===== src/hw/rtl/tsm_pkg.sv =====
package tsm_pkg;

   localparam int DATA_W = 32;
   localparam int KIND_W = 2;

   // input item kinds
   localparam logic [KIND_W-1:0] KIND_FIRST_VALUE  = 2'd0;
   localparam logic [KIND_W-1:0] KIND_SECOND_VALUE = 2'd1;
   localparam logic [KIND_W-1:0] KIND_FIRST_END    = 2'd2;
   localparam logic [KIND_W-1:0] KIND_SECOND_END   = 2'd3;

   // classified command handed from front to back
   typedef struct packed {
      logic                     is_end;
      logic                     sel_second;
      logic signed [DATA_W-1:0] value;
   } tsm_cmd_type;

   // one result item
   typedef struct packed {
      logic signed [DATA_W-1:0] merged_value;
      logic                     has_value;
      logic                     last;
      logic                     overflow;
   } tsm_result_type;

endpackage


===== src/hw/rtl/tsm_ram.sv =====
module tsm_ram #(
   parameter int WIDTH = 32,
   parameter int DEPTH = 32
) (
   input  logic                     clock,
   input  logic                     wr_en,
   input  logic [$clog2(DEPTH)-1:0] wr_addr,
   input  logic [WIDTH-1:0]         wr_data,
   input  logic [$clog2(DEPTH)-1:0] rd_addr,
   output logic [WIDTH-1:0]         rd_data
);

   logic [WIDTH-1:0] mem_ff [DEPTH];
   logic [WIDTH-1:0] rd_data_ff;

   // single write port, registered read port
   always_ff @(posedge clock) begin
      if (wr_en) begin
         mem_ff[wr_addr] <= wr_data;
      end
      rd_data_ff <= mem_ff[rd_addr];
   end

   assign rd_data = rd_data_ff;

endmodule


===== src/hw/rtl/tsm_queue.sv =====
module tsm_queue #(
   parameter int WIDTH = 8,
   parameter int DEPTH = 2
) (
   input  logic             clock,
   input  logic             reset,
   input  logic             push,
   output logic             full,
   input  logic [WIDTH-1:0] push_data,
   input  logic             pop,
   output logic             empty,
   output logic [WIDTH-1:0] pop_data
);

   localparam int PTR_W = $clog2(DEPTH);
   localparam int CNT_W = $clog2(DEPTH + 1);

   logic [WIDTH-1:0] entries_ff [DEPTH];
   logic [PTR_W-1:0] wr_ptr_ff, wr_ptr_in;
   logic [PTR_W-1:0] rd_ptr_ff, rd_ptr_in;
   logic [CNT_W-1:0] count_ff, count_in;
   logic             push_ok;
   logic             pop_ok;

   assign full     = (count_ff == CNT_W'(DEPTH));
   assign empty    = (count_ff == '0);
   assign push_ok  = push && !full;
   assign pop_ok   = pop && !empty;
   assign pop_data = entries_ff[rd_ptr_ff];

   // pointer and fill level update
   always_comb begin
      wr_ptr_in = wr_ptr_ff;
      rd_ptr_in = rd_ptr_ff;
      count_in  = count_ff;
      if (push_ok) begin
         wr_ptr_in = (wr_ptr_ff == PTR_W'(DEPTH - 1)) ? '0 : wr_ptr_ff + 1'b1;
      end
      if (pop_ok) begin
         rd_ptr_in = (rd_ptr_ff == PTR_W'(DEPTH - 1)) ? '0 : rd_ptr_ff + 1'b1;
      end
      if (push_ok && !pop_ok) begin
         count_in = count_ff + 1'b1;
      end else if (pop_ok && !push_ok) begin
         count_in = count_ff - 1'b1;
      end
   end

   always_ff @(posedge clock) begin
      if (reset) begin
         wr_ptr_ff <= '0;
         rd_ptr_ff <= '0;
         count_ff  <= '0;
      end else begin
         wr_ptr_ff <= wr_ptr_in;
         rd_ptr_ff <= rd_ptr_in;
         count_ff  <= count_in;
      end
   end

   // payload storage, no reset
   always_ff @(posedge clock) begin
      if (push_ok) begin
         entries_ff[wr_ptr_ff] <= push_data;
      end
   end

endmodule


===== src/hw/rtl/tsm_front.sv =====
module tsm_front (
   input  logic                              clock,
   input  logic                              reset,
   input  logic                              req_push,
   output logic                              req_full,
   input  logic [tsm_pkg::KIND_W-1:0]        req_kind,
   input  logic signed [tsm_pkg::DATA_W-1:0] req_value,
   input  logic                              cmd_pop,
   output logic                              cmd_empty,
   output tsm_pkg::tsm_cmd_type              cmd
);

   import tsm_pkg::*;

   localparam int CMD_W = $bits(tsm_cmd_type);

   tsm_cmd_type      cmd_dec;
   logic [CMD_W-1:0] cmd_bits;

   // classify the item kind
   always_comb begin
      cmd_dec       = '0;
      cmd_dec.value = req_value;
      unique case (req_kind)
         KIND_FIRST_VALUE: begin
            cmd_dec.is_end     = 1'b0;
            cmd_dec.sel_second = 1'b0;
         end
         KIND_SECOND_VALUE: begin
            cmd_dec.is_end     = 1'b0;
            cmd_dec.sel_second = 1'b1;
         end
         KIND_FIRST_END: begin
            cmd_dec.is_end     = 1'b1;
            cmd_dec.sel_second = 1'b0;
         end
         KIND_SECOND_END: begin
            cmd_dec.is_end     = 1'b1;
            cmd_dec.sel_second = 1'b1;
         end
         default: begin
            cmd_dec.is_end     = 1'b0;
            cmd_dec.sel_second = 1'b0;
         end
      endcase
   end

   // short command queue between front and back
   tsm_queue #(
      .WIDTH (CMD_W),
      .DEPTH (2)
   ) u_cmd_queue (
      .clock     (clock),
      .reset     (reset),
      .push      (req_push),
      .full      (req_full),
      .push_data (cmd_dec),
      .pop       (cmd_pop),
      .empty     (cmd_empty),
      .pop_data  (cmd_bits)
   );

   assign cmd = cmd_bits;

endmodule


===== src/hw/rtl/tsm_back.sv =====
module tsm_back #(
   parameter int FIFO_DEPTH = 32
) (
   input  logic                    clock,
   input  logic                    reset,
   input  logic                    cmd_empty,
   output logic                    cmd_pop,
   input  tsm_pkg::tsm_cmd_type    cmd,
   input  logic                    res_full,
   output logic                    res_push,
   output tsm_pkg::tsm_result_type res
);

   import tsm_pkg::*;

   localparam int PTR_W = $clog2(FIFO_DEPTH);
   localparam int CNT_W = $clog2(FIFO_DEPTH + 1);
   localparam int SUM_W = CNT_W + 1;

   localparam logic [1:0] ST_IDLE   = 2'd0;
   localparam logic [1:0] ST_FETCH  = 2'd1;
   localparam logic [1:0] ST_DECIDE = 2'd2;

   logic [1:0]       state_ff, state_in;
   logic [CNT_W-1:0] first_cnt_ff, first_cnt_in;
   logic [CNT_W-1:0] second_cnt_ff, second_cnt_in;
   logic [PTR_W-1:0] first_rptr_ff, first_rptr_in;
   logic [PTR_W-1:0] second_rptr_ff, second_rptr_in;
   logic             first_ended_ff, first_ended_in;
   logic             second_ended_ff, second_ended_in;

   logic                     first_wr_en;
   logic                     second_wr_en;
   logic [PTR_W-1:0]         first_wr_addr;
   logic [PTR_W-1:0]         second_wr_addr;
   logic signed [DATA_W-1:0] first_head;
   logic signed [DATA_W-1:0] second_head;

   logic [SUM_W-1:0] first_sum;
   logic [SUM_W-1:0] second_sum;
   logic             first_full;
   logic             second_full;
   logic             take_any;
   logic             take_first;
   logic [CNT_W-1:0] first_cnt_after;
   logic [CNT_W-1:0] second_cnt_after;
   logic             is_last;

   // tail address: (head + count) wrapped at the fifo depth
   assign first_sum  = SUM_W'(first_rptr_ff) + SUM_W'(first_cnt_ff);
   assign second_sum = SUM_W'(second_rptr_ff) + SUM_W'(second_cnt_ff);
   assign first_wr_addr = (first_sum >= SUM_W'(FIFO_DEPTH)) ?
                          PTR_W'(first_sum - SUM_W'(FIFO_DEPTH)) : PTR_W'(first_sum);
   assign second_wr_addr = (second_sum >= SUM_W'(FIFO_DEPTH)) ?
                           PTR_W'(second_sum - SUM_W'(FIFO_DEPTH)) : PTR_W'(second_sum);

   assign first_full  = (first_cnt_ff == CNT_W'(FIFO_DEPTH));
   assign second_full = (second_cnt_ff == CNT_W'(FIFO_DEPTH));

   // pick the next head to send
   always_comb begin
      take_any   = 1'b0;
      take_first = 1'b0;
      if (first_cnt_ff != '0 && second_cnt_ff != '0) begin
         take_any   = 1'b1;
         take_first = (first_head <= second_head);
      end else if (first_cnt_ff != '0 && second_ended_ff) begin
         take_any   = 1'b1;
         take_first = 1'b1;
      end else if (second_cnt_ff != '0 && first_ended_ff) begin
         take_any   = 1'b1;
         take_first = 1'b0;
      end
   end

   assign first_cnt_after  = (take_first) ? first_cnt_ff - 1'b1 : first_cnt_ff;
   assign second_cnt_after = (take_first) ? second_cnt_ff : second_cnt_ff - 1'b1;
   assign is_last = first_ended_ff && second_ended_ff &&
                    first_cnt_after == '0 && second_cnt_after == '0;

   // command execution and merge sequencer
   always_comb begin
      state_in        = state_ff;
      first_cnt_in    = first_cnt_ff;
      second_cnt_in   = second_cnt_ff;
      first_rptr_in   = first_rptr_ff;
      second_rptr_in  = second_rptr_ff;
      first_ended_in  = first_ended_ff;
      second_ended_in = second_ended_ff;
      first_wr_en     = 1'b0;
      second_wr_en    = 1'b0;
      cmd_pop         = 1'b0;
      res_push        = 1'b0;
      res             = '0;
      unique case (state_ff)
         ST_IDLE: begin
            if (!cmd_empty) begin
               if (cmd.is_end) begin
                  cmd_pop = 1'b1;
                  if (cmd.sel_second) begin
                     second_ended_in = 1'b1;
                  end else begin
                     first_ended_in = 1'b1;
                  end
                  state_in = ST_FETCH;
               end else if (cmd.sel_second ? second_ended_ff : first_ended_ff) begin
                  // value after end is ignored
                  cmd_pop = 1'b1;
               end else if (cmd.sel_second ? second_full : first_full) begin
                  // dropped value gives a single overflow result
                  if (!res_full) begin
                     cmd_pop      = 1'b1;
                     res_push     = 1'b1;
                     res.overflow = 1'b1;
                  end
               end else begin
                  cmd_pop = 1'b1;
                  if (cmd.sel_second) begin
                     second_wr_en  = 1'b1;
                     second_cnt_in = second_cnt_ff + 1'b1;
                  end else begin
                     first_wr_en  = 1'b1;
                     first_cnt_in = first_cnt_ff + 1'b1;
                  end
                  state_in = ST_FETCH;
               end
            end
         end
         ST_FETCH: begin
            // head data comes out of the ram in the cycle after the address
            state_in = ST_DECIDE;
         end
         ST_DECIDE: begin
            if (take_any) begin
               if (!res_full) begin
                  res_push         = 1'b1;
                  res.merged_value = take_first ? first_head : second_head;
                  res.has_value    = 1'b1;
                  res.last         = is_last;
                  if (is_last) begin
                     first_cnt_in    = '0;
                     second_cnt_in   = '0;
                     first_rptr_in   = '0;
                     second_rptr_in  = '0;
                     first_ended_in  = 1'b0;
                     second_ended_in = 1'b0;
                     state_in        = ST_IDLE;
                  end else begin
                     first_cnt_in  = first_cnt_after;
                     second_cnt_in = second_cnt_after;
                     if (take_first) begin
                        first_rptr_in = (first_rptr_ff == PTR_W'(FIFO_DEPTH - 1)) ?
                                        '0 : first_rptr_ff + 1'b1;
                     end else begin
                        second_rptr_in = (second_rptr_ff == PTR_W'(FIFO_DEPTH - 1)) ?
                                         '0 : second_rptr_ff + 1'b1;
                     end
                     state_in = ST_FETCH;
                  end
               end
            end else if (first_ended_ff && second_ended_ff) begin
               // both sequences ended with nothing left to send: one empty last result
               if (!res_full) begin
                  res_push        = 1'b1;
                  res.last        = 1'b1;
                  first_cnt_in    = '0;
                  second_cnt_in   = '0;
                  first_rptr_in   = '0;
                  second_rptr_in  = '0;
                  first_ended_in  = 1'b0;
                  second_ended_in = 1'b0;
                  state_in        = ST_IDLE;
               end
            end else begin
               state_in = ST_IDLE;
            end
         end
         default: begin
            state_in = ST_IDLE;
         end
      endcase
   end

   always_ff @(posedge clock) begin
      if (reset) begin
         state_ff        <= ST_IDLE;
         first_cnt_ff    <= '0;
         second_cnt_ff   <= '0;
         first_rptr_ff   <= '0;
         second_rptr_ff  <= '0;
         first_ended_ff  <= 1'b0;
         second_ended_ff <= 1'b0;
      end else begin
         state_ff        <= state_in;
         first_cnt_ff    <= first_cnt_in;
         second_cnt_ff   <= second_cnt_in;
         first_rptr_ff   <= first_rptr_in;
         second_rptr_ff  <= second_rptr_in;
         first_ended_ff  <= first_ended_in;
         second_ended_ff <= second_ended_in;
      end
   end

   // value stores of the two sequences
   tsm_ram #(
      .WIDTH (DATA_W),
      .DEPTH (FIFO_DEPTH)
   ) u_first_ram (
      .clock   (clock),
      .wr_en   (first_wr_en),
      .wr_addr (first_wr_addr),
      .wr_data (cmd.value),
      .rd_addr (first_rptr_ff),
      .rd_data (first_head)
   );

   tsm_ram #(
      .WIDTH (DATA_W),
      .DEPTH (FIFO_DEPTH)
   ) u_second_ram (
      .clock   (clock),
      .wr_en   (second_wr_en),
      .wr_addr (second_wr_addr),
      .wr_data (cmd.value),
      .rd_addr (second_rptr_ff),
      .rd_data (second_head)
   );

`ifndef SYNTHESIS
   // between items at most one sequence holds waiting values
   assert property (@(posedge clock) disable iff (reset)
      state_ff == ST_IDLE |-> !(first_cnt_ff != '0 && second_cnt_ff != '0))
      else $error("both fifos hold values while idle");

   // a waiting value never sits behind an ended partner
   assert property (@(posedge clock) disable iff (reset)
      state_ff == ST_IDLE |->
         !(first_cnt_ff != '0 && second_ended_ff) && !(second_cnt_ff != '0 && first_ended_ff))
      else $error("undrained fifo while idle");

   // the pair is cleared once both ends are seen
   assert property (@(posedge clock) disable iff (reset)
      state_ff == ST_IDLE |-> !(first_ended_ff && second_ended_ff))
      else $error("pair not cleared after both ends");

   // a last result leaves the block cleared
   assert property (@(posedge clock) disable iff (reset)
      res_push && res.last |=>
         first_cnt_ff == '0 && second_cnt_ff == '0 && !first_ended_ff && !second_ended_ff)
      else $error("state left after last result");

   // fill levels stay within the fifo depth
   assert property (@(posedge clock) disable iff (reset)
      first_cnt_ff <= CNT_W'(FIFO_DEPTH) && second_cnt_ff <= CNT_W'(FIFO_DEPTH))
      else $error("fifo fill level beyond depth");
`endif

endmodule


===== src/hw/rtl/two_way_sorted_merge.sv =====
// Merges two ascending streams of signed 32-bit values into one ascending stream. Each
// request either appends a value to the first or second sequence (req_kind 0 or 1) or ends
// that sequence (2 or 3); values wait in two FIFO_DEPTH-entry stores, and on equal heads the
// first sequence wins. A value for a full store is dropped and answered with one overflow
// response; a value for an ended sequence gets no response. When both sequences have ended
// the final response carries rsp_last (an empty one with rsp_has_value low if nothing is
// left to send when the last end arrives) and the block is ready for a new pair. The back
// end applies a request in its idle state, and an ignored value or an overflow ends there.
// Otherwise a fetch state, which waits on the registered read of the value stores, and a
// decide state follow for every response, and one more fetch and decide pair finds nothing
// left to send unless the final response of the pair has closed it. A response is sent only
// while the response queue has room. A two-entry request queue and a two-entry response
// queue let either side stall without stopping the other. No clearing pass is needed after
// reset.
module two_way_sorted_merge #(
   parameter int FIFO_DEPTH = 32
) (
   input  logic                              clock,
   input  logic                              reset,
   input  logic                              req_push,
   output logic                              req_full,
   input  logic [tsm_pkg::KIND_W-1:0]        req_kind,
   input  logic signed [tsm_pkg::DATA_W-1:0] req_value,
   output logic                              rsp_empty,
   input  logic                              rsp_pop,
   output logic signed [tsm_pkg::DATA_W-1:0] rsp_merged_value,
   output logic                              rsp_has_value,
   output logic                              rsp_last,
   output logic                              rsp_overflow
);

   import tsm_pkg::*;

   localparam int RES_W = $bits(tsm_result_type);

   tsm_cmd_type      cmd;
   logic             cmd_empty;
   logic             cmd_pop;
   tsm_result_type   res;
   tsm_result_type   rsp;
   logic [RES_W-1:0] rsp_bits;
   logic             res_push;
   logic             res_full;

   // front: classify and queue requests
   tsm_front u_front (
      .clock     (clock),
      .reset     (reset),
      .req_push  (req_push),
      .req_full  (req_full),
      .req_kind  (req_kind),
      .req_value (req_value),
      .cmd_pop   (cmd_pop),
      .cmd_empty (cmd_empty),
      .cmd       (cmd)
   );

   // back: fifo stores and merge sequencer
   tsm_back #(
      .FIFO_DEPTH (FIFO_DEPTH)
   ) u_back (
      .clock     (clock),
      .reset     (reset),
      .cmd_empty (cmd_empty),
      .cmd_pop   (cmd_pop),
      .cmd       (cmd),
      .res_full  (res_full),
      .res_push  (res_push),
      .res       (res)
   );

   // response queue
   tsm_queue #(
      .WIDTH (RES_W),
      .DEPTH (2)
   ) u_rsp_queue (
      .clock     (clock),
      .reset     (reset),
      .push      (res_push),
      .full      (res_full),
      .push_data (res),
      .pop       (rsp_pop),
      .empty     (rsp_empty),
      .pop_data  (rsp_bits)
   );

   assign rsp              = rsp_bits;
   assign rsp_merged_value = rsp.merged_value;
   assign rsp_has_value    = rsp.has_value;
   assign rsp_last         = rsp.last;
   assign rsp_overflow     = rsp.overflow;

endmodule


===== config.mk =====
export PLATFORM = sky130hd
export DESIGN_NAME = two_way_sorted_merge
export DESIGN_NICKNAME = d
export VERILOG_FILES = /design/src/hw/rtl/tsm_pkg.sv /design/src/hw/rtl/tsm_ram.sv /design/src/hw/rtl/tsm_queue.sv /design/src/hw/rtl/tsm_front.sv /design/src/hw/rtl/tsm_back.sv /design/src/hw/rtl/two_way_sorted_merge.sv
export SDC_FILE = /design/constraint.sdc
export NUM_CORES = 2
export LEC_CHECK = 0
export BUFFER_PORTS_ARGS = -buffer_cell sky130_fd_sc_hd__buf_2
export CORE_MARGIN = 5
export CORE_UTILIZATION = 45
export DETAILED_ROUTE_END_ITERATION = 8
export GPL_ROUTABILITY_DRIVEN = 1
export GPL_TIMING_DRIVEN = 0
export PLACE_DENSITY_LB_ADDON = 0.05
export SYNTH_ARGS = -nofsm -noshare
export SYNTH_HDL_FRONTEND = slang
export SYNTH_SLANG_ARGS = --single-unit

===== constraint.sdc =====
create_clock -name clock -period 4.8 [get_ports clock]
set_input_delay 0.96 -clock clock [delete_from_list [all_inputs] [get_ports clock]]
set_output_delay 0.96 -clock clock [all_outputs]
set_load 0.01 [all_outputs]

==> results.md <==
Status:
- The flow ran to the end, and the final reports show no timing, DRC or antenna violations.

Final layout:
- The finished cells cover 101000 sq um.
- Relative to the synthesized area, the layout overhead comes to 14.9%.
- The count of non-filler cells in the finished layout is 7104.
- The count of filler cells inserted in the layout is 15120.
- The total number of nets in the final design is 4373.
- The fraction of layout instances using a drive strength above 1 is 30.2%.
- The register area is 67600 sq um.
- The multi-input combinational cells in the finished layout cover a total of 20000 sq um.

Synthesis:
- Yosys printed 0 warnings.
- The share of the yosys chip area belonging to registers is 76.8%.
- The synthesized instance count is 3894.
- The number of different library cells in the post-synthesis netlist is 69.
- By area the synthesized netlist is led by sky130_fd_sc_hd__edfxtp_1 (75%), sky130_fd_sc_hd__mux4_2 (16%), sky130_fd_sc_hd__dfxtp_1 (2.3%).
- The net count after synthesis is 3986.
- The area fraction of the dominant cell type after synthesis is 74.5%.
- The count of flip-flops with a built-in enable after synthesis is 2186.
- The most used standard cell by instance count after synthesis is sky130_fd_sc_hd__edfxtp_1.
- The average cell area after synthesis is 22.6 sq um.
- The cell type contributing the most total cell area after synthesis is sky130_fd_sc_hd__edfxtp_1.
- For this run, asynchronously set or reset flops after synthesis account for 0%.
- Ranked by instance count, the synthesized netlist is headed by sky130_fd_sc_hd__edfxtp_1 (2186), sky130_fd_sc_hd__mux4_2 (640), sky130_fd_sc_hd__clkbuf_1 (140).
- In the synthesized netlist the dominant register cell turns out to be sky130_fd_sc_hd__edfxtp_1.
- The total standard cell area after synthesis is 88100 sq um.
- The post-synthesis sequential element count is 2286.

Global route:
- The number of antenna violations at the first check in global routing is 9.
- The total overflow reported by the global router is 0.
- Entering global routing, the biggest net connects 65 pins.
- For this run, the total global-route usage over all layers was measured as 22.8%.
- The first-pass GRT wire length is 327000 um.
- The via count of the first global-routing pass is 42017.

Power:
- Sequential cells account for 52.5% of the total power.
- The analysis attributes to cell leakage a power of 30.7 nW.
- The switching fraction of total power is 24.0%.
- Cell internal power was estimated by the tool at 34.9 mW.
- The clock power share is 38.0%.
- The proportion of power drawn by combinational gates is 9.5%.
- Dividing total power by cell area gives a power density of 454 nW/um^2.
- The worst-case IR drop observed on VDD is 395 uV.
- The net load switching power is 11.0 mW.

CTS:
- The number of sinks on the clock net is 2286.
- The worst-case clock buffer depth is 3.
- After clock tree synthesis, the clock-pin slew on the worst setup and hold paths is 0.06 ns.
- The clock tree from TritonCTS is built.
- The later pin in the worst-skew pair is clocked with a latency of 0.86 ns.
- The tree is rooted in a sky130_fd_sc_hd__clkbuf_16.
- The number of levels in the clock H-tree is 4.
- The number of buffers created by CTS is 233.

Worst setup path:
- The kind of cell with the highest combined delay along the critical path is simple AND/OR/NAND/NOR gates.
- For this run, the slowest stage of the critical path takes 0.71 ns.
- On the critical path, the stage with the largest delay is an instance of sky130_fd_sc_hd__or4_1.
- Walking the worst path, the cells encountered are inv_1 -> ha_1 -> nand4_1 -> or4_1 -> o211ai_4 -> nor2_1 -> a22oi_2 -> and2_1 -> buf_2 -> clkbuf_2 -> clkbuf_1 -> nand2_1 -> a21oi_1.
- The worst setup path is of the reg2reg kind.
- STA classifies the critical path startpoint as a flop.
- The worst path required time is 5.37 ns.
- The critical path contains buffers and inverters numbering 4 combined.
- STA classifies the critical path endpoint as a flop.
- The data arrival time of the worst path is 5.08 ns.
- The highest net fanout along the worst path is 10.

Detailed routing:
- The wire length per cell after detailed routing is 32.7 um.
- Detailed routing inserted a total of 41945 vias.
- The count of nets left with antenna violations after detail routing is 0.
- For this block, the initial DRC count from the detailed router was 4290.
- The total length of routed wires is 233000 um.
- The number of detailed-route iterations in the first pass is 6.
- For this run, design rule violations remaining after detail routing come to 0.
- The vias per cell is 5.90.

Job:
- The count of maximum capacitance violations is 0.

STA:
- Static timing analysis puts the maximum clock frequency at 222 MHz.
- The max-slew violation count is 0.
- On the final layout, the worst hold slack is 0.295 ns.
- Headroom to the max-slew limit came out at 5.79%.
- The accumulated negative setup slack is 0 ns.
- The post-route fraction of the period consumed by the critical path is 94.0%.
- The final-report setup violation count is 0.
- Across the routed clock network, the largest skew measured is 0.0210 ns.
- Setup repair after global routing left no endpoint under its margin.
- The final hold violation count is 0.
- The transition time at the pin with the least slew margin is 1.41 ns.
- The post-route minimum period is 4.51 ns.

Placed design:
- After detailed placement, the total cell area comes to 93800 sq um.
- The post-placement cell count is 6664.
- Detailed placement finished with a half-perimeter wire length of 151000 um.
- Input and output buffers added on the ports amount to 72.
- The congestion estimate from routability-driven global placement came to 0.812.

Die:
- The die extent in x is 452 um.
- The core region is 195000 sq um.
- From bottom edge to top edge, the die measures 452 um.
- The number of standard-cell rows in the floorplan is 162.
- The full die area is 205000 sq um.
- In this run the count of I/O pins placed on the die edge is 75.
- The initial cell density of the core is 45.2%.

Hold path:
- The worst min-delay path category is in2reg.
final cells by class:
class | count | share of cell area [%]
antenna | 4 | 0.00989
timing repair buffer | 153 | 2.01
multi-input combinational | 1360 | 19.8
tap | 2624 | 3.24
clock buffer | 297 | 6.21
inverter | 49 | 0.182
sequential | 2286 | 66.8
clock inverter | 133 | 1.00
buffer | 198 | 0.770
sequential cells by signal, summed over array words and instances, names as in the netlist, 5 cells and up, named ones only:
register	count
u_back.first_cnt_ff	6
u_back.first_rptr_ff	5
u_back.second_cnt_ff	6
u_back.second_rptr_ff	5
u_back.u_first_ram.mem_ff	1024
u_back.u_first_ram.rd_data	32
u_back.u_second_ram.mem_ff	1024
u_back.u_second_ram.rd_data	32
u_front.u_cmd_queue.entries_ff	68
u_rsp_queue.entries_ff	70
stage by stage:
stage | power, mW | util, % | setup WS (ns)
2_1_floorplan | 26.8 | - | 0.910
3_3_place_gp | 28.8 | 47.1 | -2.48
3_5_place_dp | 29.0 | 48.2 | 0.0761
4_1_cts | 46.4 | 51.9 | 0.0521
5_1_grt | 47.5 | 52.0 | 0.0698
6_report | 45.9 | 52.0 | 0.290
per-layer routing:
layer	wire length (um)	GRT usage [%]
met5	0	0
met4	6180	6.31
met3	17200	4.71
met2	104000	33.5
met1	105000	34.8
what timing repair did:
item                                    4_1_cts  5_1_grt
endpoints found under the setup margin        0       77
hold buffers                                  0        0
gates resized for setup                       0        5
setup buffers                                 0        3
worst reg2reg max path: stages, from the launching register on:
cell and delay, ns:
sky130_fd_sc_hd__dfxtp_1 0.39, sky130_fd_sc_hd__inv_1 0.06, sky130_fd_sc_hd__ha_1 0.31, sky130_fd_sc_hd__nand4_1 0.36, sky130_fd_sc_hd__or4_1 0.71, sky130_fd_sc_hd__o211ai_4 0.29, sky130_fd_sc_hd__nor2_1 0.08, sky130_fd_sc_hd__a22oi_2 0.25
sky130_fd_sc_hd__and2_1 0.15, sky130_fd_sc_hd__buf_2 0.19, sky130_fd_sc_hd__clkbuf_2 0.39, sky130_fd_sc_hd__clkbuf_1 0.47, sky130_fd_sc_hd__nand2_1 0.10, sky130_fd_sc_hd__a21oi_1 0.47
final timing paths:
path                                   startpoint                               endpoint  slack [ns]  depth (start not counted)
hold reg to reg     u_front.u_cmd_queue.rd_ptr_ff                                   flop        0.51                          2
setup reg to reg  u_back.u_second_ram.rd_data[11]          u_rsp_queue.entries_ff[0][24]        0.29                         13
setup / recovery  u_back.u_second_ram.rd_data[11]          u_rsp_queue.entries_ff[0][24]        0.29                         13
hold / removal                      req_value[30]  u_front.u_cmd_queue.entries_ff[0][30]        0.29                          1
power by group through the flow:
stage | Clock (mW) | Sequential [mW] | Combinational (mW)
after floorplan | 0 | 24.4 | 2.43
after global placement | 0 | 24.5 | 4.25
after detailed placement | 0 | 24.5 | 4.47
after CTS | 17.8 | 24.1 | 4.49
after global routing | 18.6 | 24.1 | 4.74
final | 17.4 | 24.1 | 4.38
cell usage in the layout, fill, tap and decap left out, drive strengths merged, types with 5 or more instances in the layout:
master    Yosys  routed
edfxtp     2186    2186
mux4        640     640
clkbuf      140     439
buf          59     209
mux2        134     134
nand2       120     120
nor2        110     110
clkinv        0     107
dfxtp       100     100
a21oi        72      72
inv          49      55
ha           52      52
o21ai        21      21
nor3         19      19
nand3        18      18
bufinv        0      14
and3         14      14
nand4        14      14
xor2         13      13
nor2b        10      10
nand2b        9       9
xnor2         9       9
a21o          8       8
nand3b        8       8
a31oi         7       7
or3           6       6
clkinvlp      0       6
and2          5       5
mux2i         5       5
nor4          5       5
a311oi        5       5
a211oi        5       5
logic make-up (layout without fill, tap and decap cells):
group,Yosys count,after routing,synth area share [%]
flops,2286,2286,76.8
mux,779,779,18.1
compound gates,158,158,1.17
buf+inv,248,830,1.08
simple gates,347,347,1.81
xor+xnor,22,22,0.219
fa+ha+maj,54,54,0.784
other cells,0,4,0
(Power assumes the default switching activity.)
